**config.mk**
```make
export PLATFORM = sky130hd
export DESIGN_NAME = pn2d_ram
export DESIGN_NICKNAME = d
export VERILOG_FILES = /design/src/hw/rtl/pn2d_ram.sv
export SDC_FILE = /design/constraint.sdc
export NUM_CORES = 2
export LEC_CHECK = 0
export BUFFER_PORTS_ARGS = -buffer_cell sky130_fd_sc_hd__buf_2
export CORE_MARGIN = 2
export CORE_UTILIZATION = 60
export DETAILED_ROUTE_END_ITERATION = 16
export PLACE_DENSITY_LB_ADDON = 0.12
export SETUP_SLACK_MARGIN = 0.2
export SLEW_MARGIN = 10
export SYNTH_ARGS = -nofsm -noshare
export SYNTH_HDL_FRONTEND = slang
export SYNTH_SLANG_ARGS = --single-unit
```
**constraint.sdc**
```tcl
create_clock -name clock -period 3.2 [get_ports clock]
set_clock_uncertainty 0.05 [all_clocks]
set_input_delay 0.64 -clock clock [delete_from_list [all_inputs] [get_ports clock]]
set_output_delay 0.64 -clock clock [all_outputs]
set_load 0.02 [all_outputs]
```
**src/hw/rtl/pn2d_ram.sv**
```systemverilog
// Generic RAM: one write port, two read ports, registered read data.
// A read at the address written in the same cycle returns the old data.
`timescale 1ns / 1ps
`default_nettype none

module pn2d_ram #(
   parameter int WIDTH = 8,
   parameter int DEPTH = 256
) (
   input  logic                     clock,
   input  logic                     wr_en,
   input  logic [$clog2(DEPTH)-1:0] wr_addr,
   input  logic [WIDTH-1:0]         wr_data,
   input  logic [$clog2(DEPTH)-1:0] rd_addr_a,
   input  logic [$clog2(DEPTH)-1:0] rd_addr_b,
   output logic [WIDTH-1:0]         rd_data_a,
   output logic [WIDTH-1:0]         rd_data_b
);

   logic [WIDTH-1:0] mem_ff [DEPTH];
   logic [WIDTH-1:0] rd_a_ff;
   logic [WIDTH-1:0] rd_b_ff;

   // write port
   always_ff @(posedge clock) begin
      if (wr_en) begin
         mem_ff[wr_addr] <= wr_data;
      end
   end

   // read ports, read-first
   always_ff @(posedge clock) begin
      rd_a_ff <= mem_ff[rd_addr_a];
      rd_b_ff <= mem_ff[rd_addr_b];
   end

   assign rd_data_a = rd_a_ff;
   assign rd_data_b = rd_b_ff;

endmodule

`default_nettype wire

```
==> impl_metrics.tcl <==
set metrics [dict create \
    finalPower_uw 59300 \
    avgViaCountPerCell 7.31 \
    core-area_mm2 0.161 \
    antenna_found_initial 28 \
    insertion_delay_ns 0.87 \
    crit_fanout 22 \
    die_w_um 406 \
    path_clk_slew_ns 0.06 \
    min_period_over_period 0.920 \
    finalHoldViolCount 0 \
    synthFlopType "edfxtp_1" \
    crit_path_end_kind "flop" \
    synth-seq-area-share 0.637 \
    final-seq-area_mm2 0.0618 \
    setup_viol 0 \
    yosys_warnings 0 \
    status "completed" \
    chipHeight_um 406 \
    drv_slew 0 \
    p_leak_uw 0.0372 \
    grt_max_degree 129 \
    syn_area_mm2 0.0970 \
    post-place-ws_ns -0.613 \
    ys_seq_elements 2064 \
    finalCriticalPeriod_ns 2.94 \
    grt_pass1_wl_um 432000 \
    cts_htree_levels 4 \
    num_rows 147 \
    cts_tree "yes" \
    drive_gt1_frac 0.412 \
    rsz0062_at_grt "false" \
    setup-tns-final_ns 0 \
    grtUsageTotal 0.379 \
    root_buffer "clkbuf_16" \
    initial_utilization 0.604 \
    drv_cap 0 \
    avgSynthCellArea_um2 20.0 \
    setup_ws_ns 0.257 \
    cp.arrival_ns 3.58 \
    synthesis.nets 4881 \
    layout_common_cells "edfxtp_1, mux4_2, buf_4" \
    multi_input_area_mm2 0.0325 \
    drc_errors 0 \
    finalWeightedCongestion 0.981 \
    post_cts_buffers 0 \
    hpwl_um 212000 \
    grt-ovfl-total 0 \
    fin_nets 5698 \
    holdWs_ns 0.272 \
    synth_cells 4847 \
    fmax_mhz 340 \
    routed_wl_um 307000 \
    synth.distinct_cells 65 \
    layout_commonest_cell "edfxtp_1" \
    cts.sinks 2064 \
    cts_buffer_depth 3 \
    synthToLayoutAreaGrowth_pct 16.2 \
    tightestPinTransition_ns 1.17 \
    ctsHoldBuffers 0 \
    crit_path_start_kind "input pin" \
    synth_edf_count 2048 \
    routedWlPerCell_um 38.3 \
    power.density_mw_per_mm2 527 \
    ant_nets 0 \
    io_pins 50 \
    io_buffer_count 49 \
    die-area_mm2 0.165 \
    critPathKind "in2reg" \
    synthArstFlopShare 0 \
    cts_buffers 207 \
    min-delay-path-class "in2reg" \
    fillCellCount 9837 \
    dr.pass1.iters 9 \
    worstPathRequired_ns 3.83 \
    ir_worst_vdd_mv 0.629 \
    drtIter0Drc 9185 \
    vias 58600 \
    grt_pass1_vias 57800 \
    slew_headroom 0.197 \
]
## logic make-up after synthesis
| group | Yosys count | share of synthesized area |
|---|---|---|
| DFF | 2064 | 0.637 |
| and+or+nand+nor | 591 | 0.0270 |
| buffers and inverters | 401 | 0.0273 |
| muxes | 1325 | 0.273 |
| AOI/OAI and AO/OA | 466 | 0.0354 |
## per-layer routing
metal / vias up / track usage / part of all wire
li1: 22700 / - / -
met1: 30400 / 0.538 / 0.35
met2: 4697 / 0.559 / 0.45
met3: 745 / 0.111 / 0.15
met4: 29 / 0.158 / 0.050
met5: - / 0 / 0.00076
## worst max-delay path: stages
cell	delay, ns
buf_6	0.15
buf_12	0.24
inv_2	0.09
buf_12	0.18
nor2_1	0.17
buf_4	0.21
buf_4	0.21
a221oi_1	0.13
o22ai_1	0.53
o32ai_1	0.18
buf_4	0.21
nor3_1	0.53
## worst paths after layout
check / start / endpoint / slack, ns / depth (start not counted)
setup / recovery: rd_addr_a[2] / rd_data_a[5]$_DFF_P_ / 0.26 / 12
hold / removal: wr_data[7] / mem_ff[116][7]$_DFFE_PP_ / 0.27 / 1
setup reg to reg: mem_ff[247][4]$_DFFE_PP_ / rd_data_a[4]$_DFF_P_ / 0.41 / 7
hold reg to reg: mem_ff[135][2]$_DFFE_PP_ / rd_data_a[2]$_DFF_P_ / 1.10 / 5
## repair_timing
| item | in CTS | in global routing |
|---|---|---|
| endpoints found under the setup margin | 0 | 3 |
| gates resized for setup | 0 | 3 |
| endpoints found under the hold margin | 0 | 0 |
## flip-flops by register name, indices dropped and copies added (netlist names)
signal and flops:
mem_ff 2048, rd_data_a 8, rd_data_b 8
## area by class of cell
type | instances | share of cell area
antenna | 14 | 0.000311
clock buffer | 255 | 0.0476
clock inverter | 126 | 0.00976
inverter | 6 | 0.000233
multi-input combinational | 2382 | 0.289
sequential | 2064 | 0.549
tap | 2160 | 0.0240
timing repair buffer | 1003 | 0.0807
## report_power, final
| part | internal [uW] | switching, uW | total [uW] |
|---|---|---|---|
| clock network | 13200 | 10400 | 23600 |
| registers | 29800 | 127 | 29900 |
| logic | 2510 | 3320 | 5830 |
| total | 45500 | 13800 | 59300 |
## per-stage QoR
step	instances	cell area [um^2]	util
finish	8010	113000	0.702
global route	8000	113000	0.702
CTS	7996	113000	0.701
detailed placement	7615	106000	0.661
global placement	7615	106000	0.661
floorplan	4847	97000	-
## Yosys cell counts, types with 5 or more instances
library cell     n  area, um^2
buf_4           42         315
nor2_1         298        1120
a2bb2oi_1        9        78.8
dfxtp_1         16         320
buf_2          104         521
nand3_1         52         260
o211ai_1        13        97.6
mux2_2          38         428
a221o_1         10         100
a211oi_1        28         210
buf_1           25        93.8
mux4_2        1051       23700
a22o_1          22         193
nor3b_1          7        52.6
buf_12           8         160
nand3b_1         6        45.0
o22ai_1         48         300
edfxtp_1      2048       61500
nand4_1         13        81.3
nor2b_1         27         169
buf_8           35         526
and3_1           5        31.3
o21bai_1         5        37.5
a211o_1          6        52.6
nand2b_1        11        68.8
nor4_1           7        43.8
a221oi_1        32         280
a22oi_1         62         465
o221ai_1        65         569
nand2_1        114         428
buf_6           44         495
mux2i_1        236        2360
a221oi_2         5        75.1
nor3_1          21         105
and3b_1          5        43.8
or2_2            6        37.5
o31ai_1         11        82.6
and2_1          12        75.1
clkbuf_1       137         514
o21ai_0         34         170
a21oi_1         79         395
No activity file was read; power rests on OpenSTA's default activity.
