File: config.mk
export PLATFORM = sky130hd
export DESIGN_NAME = pn2d_fade
export DESIGN_NICKNAME = d
export VERILOG_FILES = /design/src/hw/rtl/pn2d_pkg.sv /design/src/hw/rtl/pn2d_fade.sv
export SDC_FILE = /design/constraint.sdc
export NUM_CORES = 2
export LEC_CHECK = 0
export BUFFER_PORTS_ARGS = -buffer_cell sky130_fd_sc_hd__buf_2
export CORE_MARGIN = 4
export CORE_UTILIZATION = 35
export CTS_BUF_LIST = sky130_fd_sc_hd__clkbuf_16
export DETAILED_ROUTE_END_ITERATION = 12
export PLACE_DENSITY_LB_ADDON = 0.2
export SYNTH_ARGS = -nofsm -noshare
export SYNTH_HDL_FRONTEND = slang
export SYNTH_SLANG_ARGS = --single-unit
File: constraint.sdc
create_clock -name clock -period 13.9 [get_ports clock]
set_input_delay 2.78 -clock clock [delete_from_list [all_inputs] [get_ports clock]]
set_output_delay 2.78 -clock clock [all_outputs]
set_load 0.02 [all_outputs]
File: src/hw/rtl/pn2d_pkg.sv
// Shared constants and types for the 2-D gradient noise block.
// No dependencies; the interfaces, the fade unit and the top module import this package.
`timescale 1ns / 1ps
`default_nettype none

package pn2d_pkg;

   // fixed-point and table geometry
   localparam int FRAC_BITS  = 16;
   localparam int TABLE_SIZE = 256;
   localparam int TBL_AW     = $clog2(TABLE_SIZE);
   localparam int ENTRY_W    = 8;
   localparam int IDX_W      = 8;
   localparam int COORD_W    = 24;
   localparam int OUT_W      = 16;
   localparam int FADE_W     = FRAC_BITS + 1;

   // action codes carried by an input word
   localparam logic ACT_WRITE = 1'b0;
   localparam logic ACT_EVAL  = 1'b1;

   typedef logic [FRAC_BITS-1:0] frac_type;
   typedef logic [FADE_W-1:0]    fade_type;

endpackage

`default_nettype wire

File: src/hw/rtl/pn2d_fade.sv
// Pipelined fade curve 6t^5-15t^4+10t^3 in fixed point, with registered stages.
// Depends on pn2d_pkg for the fraction and fade widths.
`timescale 1ns / 1ps
`default_nettype none

module pn2d_fade (
   input  logic               clock,
   input  pn2d_pkg::frac_type frac_in,
   output pn2d_pkg::fade_type fade_out
);
   import pn2d_pkg::*;

   localparam int K_W  = FRAC_BITS + 4;          // holds up to 15.0
   localparam int PB_W = FRAC_BITS + K_W;        // t * (15 - 6t)
   localparam int SQ_W = 2 * FRAC_BITS;          // t * t
   localparam int CU_W = FADE_W + FRAC_BITS;     // t^2 * t
   localparam int PU_W = FADE_W + K_W;           // t^3 * c

   localparam logic [K_W-1:0]    K15     = K_W'(15) << FRAC_BITS;
   localparam logic [K_W-1:0]    K10     = K_W'(10) << FRAC_BITS;
   localparam logic [PB_W-1:0]   HALF_PB = PB_W'(1) << (FRAC_BITS - 1);
   localparam logic [SQ_W-1:0]   HALF_SQ = SQ_W'(1) << (FRAC_BITS - 1);
   localparam logic [CU_W-1:0]   HALF_CU = CU_W'(1) << (FRAC_BITS - 1);
   localparam logic [PU_W-1:0]   HALF_PU = PU_W'(1) << (FRAC_BITS - 1);
   localparam logic [PU_W-1:0]   ONE_PU  = PU_W'(1) << FRAC_BITS;
   localparam logic [FADE_W-1:0] ONE_F   = FADE_W'(1) << FRAC_BITS;

   logic [K_W-1:0]    kb_w;
   logic [PB_W-1:0]   pb_ff;
   logic [SQ_W-1:0]   sq_ff;
   frac_type          f1_ff;
   logic [PB_W-1:0]   b_rnd_w;
   logic [SQ_W-1:0]   sq_rnd_w;
   logic [K_W-1:0]    c_ff;
   logic [CU_W-1:0]   cu_ff;
   logic [CU_W-1:0]   cu_rnd_w;
   logic [PU_W-1:0]   pu_ff;
   logic [PU_W-1:0]   pu_rnd_w;
   fade_type          fade_ff;

   // stage 1: t*(15-6t) and t*t
   assign kb_w = K15 - (K_W'(frac_in) << 2) - (K_W'(frac_in) << 1);

   always_ff @(posedge clock) begin
      pb_ff <= PB_W'(frac_in) * PB_W'(kb_w);
      sq_ff <= SQ_W'(frac_in) * SQ_W'(frac_in);
      f1_ff <= frac_in;
   end

   // stage 2: c = 10 - round(t*(15-6t)), t^3 product
   assign b_rnd_w  = (pb_ff + HALF_PB) >> FRAC_BITS;
   assign sq_rnd_w = (sq_ff + HALF_SQ) >> FRAC_BITS;

   always_ff @(posedge clock) begin
      c_ff  <= K10 - b_rnd_w[K_W-1:0];
      cu_ff <= CU_W'(sq_rnd_w[FADE_W-1:0]) * CU_W'(f1_ff);
   end

   // stage 3: t^3 * c
   assign cu_rnd_w = (cu_ff + HALF_CU) >> FRAC_BITS;

   always_ff @(posedge clock) begin
      pu_ff <= PU_W'(cu_rnd_w[FADE_W-1:0]) * PU_W'(c_ff);
   end

   // stage 4: round and clamp to 1.0
   assign pu_rnd_w = (pu_ff + HALF_PU) >> FRAC_BITS;

   always_ff @(posedge clock) begin
      fade_ff <= (pu_rnd_w > ONE_PU) ? ONE_F : pu_rnd_w[FADE_W-1:0];
   end

   assign fade_out = fade_ff;

endmodule

`default_nettype wire

==> summary.md <==
| Metric | Value |
|---|---|
| Top cell type's share of synthesized area | `42.3%` |
| Gate Count Post-Synth | `4574` |
| Cts bufs inserted | `17` |
| Final Net Count | `5847` |
| Final hold vios | `0` |
| R2r setup slk | `6130 ps` |
| Most common cell in the synthesized netlist | `inv_1` |
| Cell area after synthesis | `0.0406 mm^2` |
| GR Overflow Total | `0` |
| Wire per inst | `16.9 um` |
| Die Width | `348 um` |
| Synth Net Count | `5916` |
| Setup TNS | `0 ps` |
| Hold path cells | `1` |
| Layout cell share with drive strength beyond 1 | `3.50%` |
| Post-synth top flop | `dfxtp_1` |
| Slowest cell on the critical path | `nand3_1` |
| Synth top area cells | `fa_1, ha_1, inv_1` |
| Status | `complete, no violations` |
| DP HPWL | `80.5 mm` |
| Post-CTS Hold Fix Bufs | `0` |
| # rows | `124` |
| Max-Cap Viols | `0` |
| GR Util All Layers | `17.5%` |
| Top Ports | `34` |
| DR pass1 iterations | `5` |
| CTS tree | `built` |
| Hold Crit Class | `register to register` |
| I/O Buffers | `33` |
| CP endpoint kind | `register` |
| Yosys warning count | `0` |
| Post-synth ARST share | `0%` |
| Kind of critical path | `primary input to register` |
| Number of DRC markers in iteration 0 | `1375` |
| Cts repair resizes | `0` |
| Seq/Total Area, Yosys | `6.42%` |
| Critical R2R Launch | `sq_ff[17]` |
| Syn avg cell area | `8.87 um^2` |
| Multi-input gate area | `0.0334 mm^2` |
| Hold endpoint | `c_ff[12]` |
| Worst R2R Path Depth | `28` |
| Cell taking the most area after synthesis | `fa_1` |
| H-tree depth | `4` |
| Core area | `0.115 mm^2` |
| Register area | `0.00260 mm^2` |
| Worst-case clock buffer depth | `2` |
| Detail Route Antenna Nets | `0` |
| Initial antenna violation count | `0` |
| Vias in the first global route | `31200` |
| Hold Startpoint | `pb_ff[28]` |
| Routed WL | `102 mm` |
| Clock sinks | `130` |
| Largest net degree at the start of global routing | `37` |
| Placer Congestion | `0.824` |
| Yosys reg bits | `130` |
| Avg Vias per Cell | `4.78` |
| RR Endpoint | `cu_ff[31]` |
| Root Driver | `clkbuf_16` |
| Clk pin slew, worst setup/hold paths | `60 ps` |
| Clk_skew | `19.0 ps` |
| ANT cells | `0` |
| Skew-Pair Late Insertion Delay | `480 ps` |
| Post-layout minimum cycle time | `11580 ps` |
| Die area | `0.121 mm^2` |
| Post-synth top cells | `inv_1, fa_1, nand2_1` |
| Final period util | `83.3%` |
| CP Max Fanout | `32` |
| Slew at the pin closest to its max-slew limit | `1070 ps` |
| Max Freq | `0.0864 GHz` |
| Post-synth EDFFs | `0` |
| Setup Viol. Count Final | `0` |
| RSZ-0062 raised after global routing | `false` |
| Critical path's largest stage delay | `600 ps` |
| Slew margin rel. | `28.1%` |
| Die H | `348 um` |
| Detailed-route via count | `28800` |
| Post-synth cell types | `79` |
| Total setup buffers inserted after CTS | `0` |
| Starting Density | `35.4%` |
| First-pass GRT wire length | `170 mm` |
| Worst Path Required | `14290 ps` |
| Most frequent CP cell | `fa_1` |
| Final max-slew violation count | `0` |
| Arr. time, crit path | `11970 ps` |
| Synth-to-layout area growth | `6.09%` |
| Fillers | `11700` |
| Startpoint types | `primary input` |
| # DRC | `0` |
==> final cells by class <==
type / instances / area share [%]
multi-input cells: 3204 / 77.5
repair buffers: 88 / 1.34
inverters: 1064 / 9.28
clock inverters: 14 / 0.413
clock buffers: 17 / 0.989
well taps: 1512 / 4.40
flip-flops and latches: 130 / 6.05
==> worst max-delay path: cells and delay by family <==
kind / cells / cell delay (ps)
adder cells (fa/ha/maj): 9 / 3910
AO/OA/AOI/OAI: 9 / 2110
AND/OR/NAND/NOR: 6 / 1830
buffers and inverters: 5 / 1190
XOR/XNOR: 1 / 120
==> registers in the layout (all words and copies together) (netlist names) <==
name	cells
fade_out	17
pu_ff	22
c_ff	20
cu_ff	17
pb_ff	21
sq_ff	17
f1_ff	16
==> how the worst max path moves through the flow <==
stage                    start   endpoint  depth (start not counted)  slack (ps)
CTS                 frac_in[0]  pb_ff[33]                         30        2280
floorplan           frac_in[1]  pb_ff[33]                         32        3310
finish              frac_in[0]  pb_ff[33]                         30        2320
detailed placement  frac_in[0]  pb_ff[33]                         30        1800
global route        frac_in[0]  pb_ff[33]                         30        1660
global placement    frac_in[0]  pb_ff[33]                         30        2060
==> per-layer routing <==
layer  GRT usage [%]  wire length [um]  vias to the layer above
met1            24.5             48300                    14500
met5               0                 0                        -
met4            3.71              1730                        0
met2            29.3             47400                      598
li1                -                 -                    13600
met3            2.16              4320                      117
==> logic make-up after synthesis <==
| group | Yosys count | share of synthesized area (%) |
|---|---|---|
| mux | 10 | 0.256 |
| xor+xnor | 175 | 3.80 |
| compound gates | 328 | 5.31 |
| fa+ha+maj | 1325 | 56.8 |
| flops | 130 | 6.42 |
| buf+inv | 1240 | 11.5 |
| simple gates | 1366 | 15.9 |
==> placed cells by master (no fill, tap or decap), types with 38 or more instances in the layout <==
master and count:
buf_4 55, inv_1 1056, fa_1 858, ha_1 467, nor2_1 141, a21oi_1 106, dfxtp_1 130, xnor2_1 107
nand2_1 690, xor2_1 56, a21o_1 60, o21ai_0 41, nand3_1 54, and2_1 296, nand4_1 38
==> metrics by stage <==
step,instance area [um^2],cells,setup slack [ps],utilization (%),hold slack (ps)
2_1_floorplan,40600,4574,3310,-,458
3_3_place_gp,42400,5998,2060,37.0,500
3_5_place_dp,42400,5998,1800,37.0,486
4_1_cts,43000,6029,2280,37.5,515
5_1_grt,43000,6029,1660,37.5,524
6_report,43000,6029,2320,37.5,510
Power is not shown: default switching activity piles up to over one toggle a cycle in this logic, so the estimate is an artifact.
